`config.mk`:
```
export PLATFORM = sky130hd
export DESIGN_NAME = pca_ctrl
export DESIGN_NICKNAME = d
export VERILOG_FILES = /design/src/rtl/pca_pkg.sv /design/src/rtl/pca_ctrl.sv
export SDC_FILE = /design/constraint.sdc
export NUM_CORES = 1
export LEC_CHECK = 0
export BUFFER_PORTS_ARGS = -buffer_cell sky130_fd_sc_hd__buf_4
export CAP_MARGIN = 20
export CORE_AREA = 2 2 39 41
export CTS_BUF_LIST = sky130_fd_sc_hd__clkbuf_4 sky130_fd_sc_hd__clkbuf_8
export DETAILED_ROUTE_END_ITERATION = 12
export DIE_AREA = 0 0 41 43
export GPL_TIMING_DRIVEN = 0
export PLACE_DENSITY = 0.44
export RECOVER_POWER = 100
export SETUP_SLACK_MARGIN = 0.05
export SLEW_MARGIN = 25
export SYNTH_ARGS = -nofsm -noshare
export SYNTH_HDL_FRONTEND = slang
export SYNTH_SLANG_ARGS = --single-unit
```
`constraint.sdc`:
```
create_clock -name clk -period 1.69 [get_ports clk]
set_input_delay 0.169 -clock clk [delete_from_list [all_inputs] [get_ports clk]]
set_output_delay 0.169 -clock clk [all_outputs]
set_load 0.005 [all_outputs]
```
`src/rtl/pca_pkg.sv`:
```
package pca_pkg;

    localparam int STANDARD_COLORS = 32;
    localparam int USER_COLORS     = 512;

    localparam int STD_AW  = (STANDARD_COLORS > 1) ? $clog2(STANDARD_COLORS) : 1;
    localparam int USR_AW  = (USER_COLORS > 1) ? $clog2(USER_COLORS) : 1;
    localparam int CNT_W   = $clog2(USER_COLORS + 1);
    localparam int STDC_W  = $clog2(STANDARD_COLORS + 1);
    localparam int SCAN_W  = (CNT_W > STDC_W) ? CNT_W : STDC_W;
    localparam int SLOT_CMP_W = 9;

    localparam int RGB_W   = 24;
    localparam int DIST_W  = 18;

    localparam logic [1:0] REG_QUANTIZE_MODE = 2'd0;
    localparam logic [1:0] REG_STD_BASE      = 2'd1;
    localparam logic [1:0] REG_USER_BASE     = 2'd2;

    localparam logic [9:0] USER_BASE_RST = 10'd32;

    typedef enum logic [2:0] {
        OC_STD_MATCH  = 3'd0,
        OC_USER_MATCH = 3'd1,
        OC_ADDED      = 3'd2,
        OC_QUANTIZED  = 3'd3,
        OC_FULL       = 3'd4,
        OC_LOADED     = 3'd5
    } outcome_t;

    typedef enum logic [1:0] {
        ST_IDLE,
        ST_DISPATCH,
        ST_STD_SCAN,
        ST_USER_SCAN
    } state_t;

    typedef struct packed {
        logic        action;
        logic [15:0] red;
        logic [15:0] green;
        logic [15:0] blue;
        logic [4:0]  palette_slot;
    } in_word_t;

    typedef struct packed {
        logic signed [11:0] color_index;
        outcome_t           outcome;
    } out_word_t;

    typedef struct packed {
        logic     capture;
        logic     load;
        logic     scan_start;
        logic     scan_user;
        logic     append;
        logic     emit;
        outcome_t outcome;
    } cmd_t;

    typedef struct packed {
        logic action;
        logic quant;
        logic scan_done;
        logic found;
        logic full;
    } status_t;

endpackage

```
`src/rtl/pca_ctrl.sv`:
```
module pca_ctrl
    import pca_pkg::*;
(
    input  logic    clk,
    input  logic    rst_n,
    input  logic    start,
    input  status_t status,
    output logic    busy,
    output cmd_t    cmd
);

    state_t state_reg;
    state_t state_next;

    always_ff @(posedge clk or negedge rst_n)
    begin
        if (!rst_n)
        begin
            state_reg <= ST_IDLE;
        end
        else
        begin
            state_reg <= state_next;
        end
    end

    always_comb
    begin
        state_next = state_reg;
        case (state_reg)
            ST_IDLE:
            begin
                if (start)
                begin
                    state_next = ST_DISPATCH;
                end
            end
            ST_DISPATCH:
            begin
                if (status.action)
                begin
                    state_next = ST_IDLE;
                end
                else
                begin
                    state_next = ST_STD_SCAN;
                end
            end
            ST_STD_SCAN:
            begin
                if (status.scan_done)
                begin
                    if (status.quant || status.found)
                    begin
                        state_next = ST_IDLE;
                    end
                    else
                    begin
                        state_next = ST_USER_SCAN;
                    end
                end
            end
            ST_USER_SCAN:
            begin
                if (status.scan_done)
                begin
                    state_next = ST_IDLE;
                end
            end
            default:
            begin
                state_next = ST_IDLE;
            end
        endcase
    end

    always_comb
    begin
        cmd = '0;
        busy = (state_reg != ST_IDLE);
        case (state_reg)
            ST_IDLE:
            begin
                cmd.capture = start;
            end
            ST_DISPATCH:
            begin
                if (status.action)
                begin
                    cmd.load    = 1'b1;
                    cmd.emit    = 1'b1;
                    cmd.outcome = OC_LOADED;
                end
                else
                begin
                    cmd.scan_start = 1'b1;
                end
            end
            ST_STD_SCAN:
            begin
                if (status.scan_done)
                begin
                    if (status.quant)
                    begin
                        cmd.emit    = 1'b1;
                        cmd.outcome = OC_QUANTIZED;
                    end
                    else if (status.found)
                    begin
                        cmd.emit    = 1'b1;
                        cmd.outcome = OC_STD_MATCH;
                    end
                    else
                    begin
                        cmd.scan_start = 1'b1;
                        cmd.scan_user  = 1'b1;
                    end
                end
            end
            ST_USER_SCAN:
            begin
                if (status.scan_done)
                begin
                    cmd.emit = 1'b1;
                    if (status.found)
                    begin
                        cmd.outcome = OC_USER_MATCH;
                    end
                    else if (status.full)
                    begin
                        cmd.outcome = OC_FULL;
                    end
                    else
                    begin
                        cmd.append  = 1'b1;
                        cmd.outcome = OC_ADDED;
                    end
                end
            end
            default:
            begin
                cmd = '0;
            end
        endcase
    end

endmodule

```
==> results.cfg, run 1 <==
[setup_path]
crit_chain = ha_1 -> nand2_1 -> or3_4 -> a21oi_2 -> buf_4
critical-path-top-delay-family = flip-flops
worst-path-stages = 5
cpMaxStageDelayCell = dfrtp_1
cp_slowest_stage_delay_ns = 0.40
startpoint = state_reg[1]
path_max_fanout = 4
cp-start-kind = flip-flop
reg2regPathDepth = 5
critical_path_arrival_ns = 1.44
crit_buf_inv = 1
cp-end-kind = primary output
critical_path_required_ns = 1.52
rr_startpoint = state_reg[0]
critPathKind = reg -> out
r2r_slack_ns = 0.30

[detailed_routing]
ant_nets = 0
vias_per_cell = 4.32
drtIter0Drc = 0
via_count = 320
wl_per_cell_um = 10.3
drc = 0
firstDrtPassIters = 1
routed_wl_um = 763

[logic_synthesis]
synth-seq-cells = 2
syn-cell-area_sq_um = 289
synth_common_cells = inv_1 (6), ha_1 (5), nand2_1 (3)
synth_ff_type = dfrtp_1
synth_edf_count = 0
yosysMostFrequentCell = inv_1
ys_seq_area_share_pct = 17.3
synth_top_cell_by_area = ha_1
ys_types = 20
yosysWarnings = 0
synth_area_leaders = ha_1 (22%), dfrtp_1 (17%), inv_1 (7.8%)
avgSynthCellArea_sq_um = 8.03
syn_inst = 36
async_flop_share_pct = 100
syn_nets = 49
synth_top_cell_area_share_pct = 21.6

[timing]
whs_ns = 0.271
final-hold-violation-count = 0
timing.fmax_ghz = 0.623
slew_viol_final = 0
fin_setup_tns_ns = 0
timing.slew.headroom_pct = 88.4
clock_skew_ns = 0.000505
rsz0062_at_grt = true
setup_viol = 0
fin_crit_sh_pct = 95.0
worst-slew-pin-transition_ns = 0.174
fin_crit_ns = 1.61

[layout]
largest_reg_flops = 2
fin_nets = 73
drive_gt1_share_pct = 43.1
layout.cells.non_filler = 74
stdcell_area_sq_um = 478
diodes = 0
area_growth_pct = 65.4

[placed_design]
dp_hpwl_um = 577
placed_area_sq_um = 437
gp_congestion = 0.605
dpl.cell_count = 69
portBuffers = 17

[global_routing]
grt_pass1_vias = 325
grt_max_degree = 8
grt_pass1_wl_mm = 1.32
antenna_found_initial = 0
grtUsageTotal_pct = 11.2
grt_overflow = 0

[clock_network]
cts.htree.levels = 1
cts_buffer_depth = 2
clock_latency_ns = 0.22
cts_tree = done
clkSlewWorstSetupHoldPaths_ns = 0.03
cts.sinks = 2
cts-root-buf = clkbuf_4
cts_buffers = 3

[job]
drv_cap = 0

[power]
power.internal_mw = 0.369
p_leak_nw = 0.249
seqPwrFrac_pct = 15.9
switchingPower_mw = 0.248
combPwrFrac_pct = 67.1
vdd_drop_max_uv = 696
power_frac_clock_pct = 17.0
p_sw_share_pct = 40.2
power.density_nw_per_um2 = 1290

[die]
ios = 18
initial_core_util_pct = 20.9
num_rows = 14
fp.dieH_um = 43
coreArea_sq_um = 1380
die_x_um = 41
die_area_sq_um = 1760

[status]
outcome = completed

[min_path]
hold_path.class = in -> async
final timing paths:
kind	endpoint
setup / recovery	cmd[1]
hold / removal	state_reg[0]
setup reg to reg	state_reg[1]
hold reg to reg	state_reg[1]
max in group asynchronous	state_reg[1]
min in group clk	state_reg[0]
final cells by class:
class	count	area, sq um
fillers	160	906
inverters	6	22.5
flip-flops and latches	2	50.0
repair buffers	19	141
clock buffers	3	22.5
well taps	16	20.0
multi-input cells	28	221
kinds of logic (layout without fill, tap and decap cells):
kind of cell,Yosys count,after routing,share of synthesized area [%]
compound gates,10,10,25.5
buf+inv,6,28,7.79
flops,2,2,17.3
fa+ha+maj,5,5,21.6
simple gates,13,13,27.7
worst reg2reg max path, cell delays in order, from the launching register on:
cell and delay [ns]:
dfrtp_1 0.41, inv_1 0.10, ha_2 0.22, or3b_1 0.39
nand2b_1 0.09, o2bb2ai_1 0.11
power groups by stage:
| stage | Combinational, mW | Sequential, mW | Clock (mW) |
|---|---|---|---|
| floorplan | 0.228 | 0.0932 | 0 |
| global placement | 0.395 | 0.103 | 0 |
| detailed placement | 0.388 | 0.103 | 0 |
| CTS | 0.416 | 0.0971 | 0.114 |
| global route | 0.477 | 0.104 | 0.112 |
| finish | 0.413 | 0.0982 | 0.105 |
layer usage:
layer | global-route usage (%) | vias up | part of all wire [%]
li1 | - | 169 | -
met1 | 13.5 | 137 | 47
met2 | 16.3 | 14 | 46
met3 | 3.14 | 0 | 6.6
met4 | 8.00 | 0 | 0
met5 | 0 | - | 0
stage by stage:
step / setup slack, ns / utilization [%] / power, mW
after detailed placement: 0.262 / 31.6 / 0.490
after global placement: 0.243 / 31.6 / 0.498
after floorplan: 0.392 / - / 0.321
after global routing: 0.00205 / 34.5 / 0.693
after CTS: 0.0664 / 34.4 / 0.627
final: 0.0837 / 34.5 / 0.616
timing repair:
item | CTS | global route
hold endpoints to repair | 2 | 0
setup buffers | 1 | 0
endpoints found under the setup margin | 2 | 4
gates resized for setup | 0 | 2
hold buffers | 1 | 0
pin swaps | 0 | 0
layout by cell type, fill, tap and decap left out, types with 2 or more instances in the layout:
cell type / n
a31oi_1: 2
nor2_1: 2
buf_4: 12
a21oi_1: 2
nand2_1: 3
nand3_1: 2
clkbuf_4: 8
dfrtp_1: 2
inv_1: 6
ha_2: 2
ha_1: 3
No activity file was read; power rests on OpenSTA's default activity.
==> run 2, diff against run 1 <==
--- a/config.mk
+++ b/config.mk
@@ -6,13 +6,13 @@
 export NUM_CORES = 1
 export LEC_CHECK = 0
 export BUFFER_PORTS_ARGS = -buffer_cell sky130_fd_sc_hd__buf_4
-export CAP_MARGIN = 20
+export CAP_MARGIN = 25
 export CORE_AREA = 2 2 39 41
 export CTS_BUF_LIST = sky130_fd_sc_hd__clkbuf_4 sky130_fd_sc_hd__clkbuf_8
 export DETAILED_ROUTE_END_ITERATION = 12
 export DIE_AREA = 0 0 41 43
 export GPL_TIMING_DRIVEN = 0
-export PLACE_DENSITY = 0.44
+export PLACE_DENSITY = 0.46
 export RECOVER_POWER = 100
 export SETUP_SLACK_MARGIN = 0.05
 export SLEW_MARGIN = 25
==> constraint.sdc (replaced) <==
create_clock -name clk -period 1.43 [get_ports clk]
set_input_delay 0.143 -clock clk [delete_from_list [all_inputs] [get_ports clk]]
set_output_delay 0.143 -clock clk [all_outputs]
set_load 0.005 [all_outputs]
==> results.cfg, run 2 (synthesis results as in run 1) <==
[status]
outcome = finished, violations left
violations = negative setup slack

[layout]
stdcell_area_sq_um = 569
multiInputGateArea_sq_um = 270
fillerInstances = 148
layout.cells.non_filler = 79
fin_nets = 78
seqCellArea_sq_um = 51.3
final_common_cell = buf_4
diodes = 0
drive_gt1_share_pct = 61.9
layout_common_cells = buf_4 (20), inv_1 (5), clkbuf_4 (4)
area_growth_pct = 97.0
largest_reg_flops = 2

[detailed_routing]
firstDrtPassIters = 2
drtIter0Drc = 2
wl_per_cell_um = 10.7
via_count = 345
ant_nets = 0
vias_per_cell = 4.37
drc = 0
routed_wl_um = 848

[timing]
fin_ws_ns = -0.149
slew_viol_final = 0
fin_crit_ns = 1.58
worst-slew-pin-transition_ns = 0.188
setup_viol = 8
final-hold-violation-count = 0
clock_skew_ns = 0.000278
fin_crit_sh_pct = 110
timing.fmax_ghz = 0.633
fin_setup_tns_ns = -0.665
timing.slew.headroom_pct = 87.4
rsz0062_at_grt = true

[power]
p_leak_nw = 0.277
vdd_drop_max_uv = 734
seqPwrFrac_pct = 13.4
power_frac_clock_pct = 13.7
power.density_nw_per_um2 = 1580
p_sw_share_pct = 39.7
combPwrFrac_pct = 72.9
power.internal_mw = 0.543
switchingPower_mw = 0.357

[clock_network]
clock_latency_ns = 0.22
cts-root-buf = clkbuf_4
cts.htree.levels = 1
clkSlewWorstSetupHoldPaths_ns = 0.03
cts_buffer_depth = 2
cts_tree = done
cts_buffers = 3
cts.sinks = 2

[setup_path]
critical_path_arrival_ns = 1.44
crit_chain = inv_2 -> ha_4 -> nand2_1 -> nor3_2 -> o21a_1 -> buf_4
cpMaxStageDelayCell = dfrtp_2
crit_buf_inv = 2
critical_path_required_ns = 1.29
critPathKind = reg -> out
cp-end-kind = primary output
critical-path-top-delay-family = flip-flops
cp-start-kind = flip-flop
path_max_fanout = 4
cp_slowest_stage_delay_ns = 0.43

[placed_design]
gp_congestion = 0.611
dpl.cell_count = 69
placed_area_sq_um = 437
portBuffers = 17
dp_hpwl_um = 557

[die]
ios = 18
initial_core_util_pct = 20.9
die_area_sq_um = 1760
coreArea_sq_um = 1380
num_rows = 14
fp.dieH_um = 43
die_x_um = 41

[global_routing]
grtUsageTotal_pct = 10.7
grt_pass1_vias = 325
antenna_found_initial = 0
grt_overflow = 0
grt_max_degree = 8
grt_pass1_wl_mm = 1.25

[job]
drv_cap = 0

[min_path]
hold_path.class = in -> async
[run 2: path summary, 6_finish.rpt]
kind                              start            to  slack (ns)  cells past startpoint
hold / removal                    rst_n  state_reg[0]        0.23                      2
hold reg to reg            state_reg[0]  state_reg[0]        0.62                      1
min in group clk              status[3]  state_reg[0]        0.24                      3
setup / recovery           state_reg[0]        cmd[6]       -0.15                      6
setup reg to reg           state_reg[0]  state_reg[1]       -0.01                      6
max in group asynchronous         rst_n  state_reg[0]        1.06                      2
[run 2: what timing repair did]
action,4_1_cts,5_1_grt
setup endpoints to repair,12,12
pin swaps,0,4
endpoints found under the hold margin,2,0
buffers inserted,4,2
hold buffers,1,0
resized for setup,6,9
gates cloned,0,0
[run 2: power groups by stage]
stage	Sequential [mW]	Clock, mW	Combinational (mW)
2_1_floorplan	0.110	0	0.270
4_1_cts	0.110	0.134	0.561
3_5_place_dp	0.120	0	0.459
6_report	0.120	0.123	0.656
5_1_grt	0.126	0.130	0.740
3_3_place_gp	0.120	0	0.464
[run 2: routing by layer]
metal	routed length [um]	vias up	global-route usage [%]
li1	-	182	-
met1	370	149	12.5
met2	419	14	14.1
met3	59	0	3.66
met4	0	0	10.7
met5	0	-	0
[run 2: cell type report]
class | instances | area share (%)
Multi-Input combinational cell | 28 | 47.5
Timing Repair Buffer | 24 | 32.1
Sequential cell | 2 | 9.01
Clock buffer | 3 | 3.96
Inverter | 6 | 3.96
Tap cell | 16 | 3.52
[run 2: per-stage QoR]
step                      util (%)  hold slack [ns]  power (mW)  worst slack [ns]
after floorplan                  -           -0.153       0.380             0.132
after global placement        31.6          -0.0737       0.584          -0.00446
after detailed placement      31.6          -0.0740       0.578           0.00347
after CTS                     37.2            0.224       0.805            -0.154
after global routing          41.1            0.254       0.996            -0.212
final                         41.1            0.232       0.899            -0.149
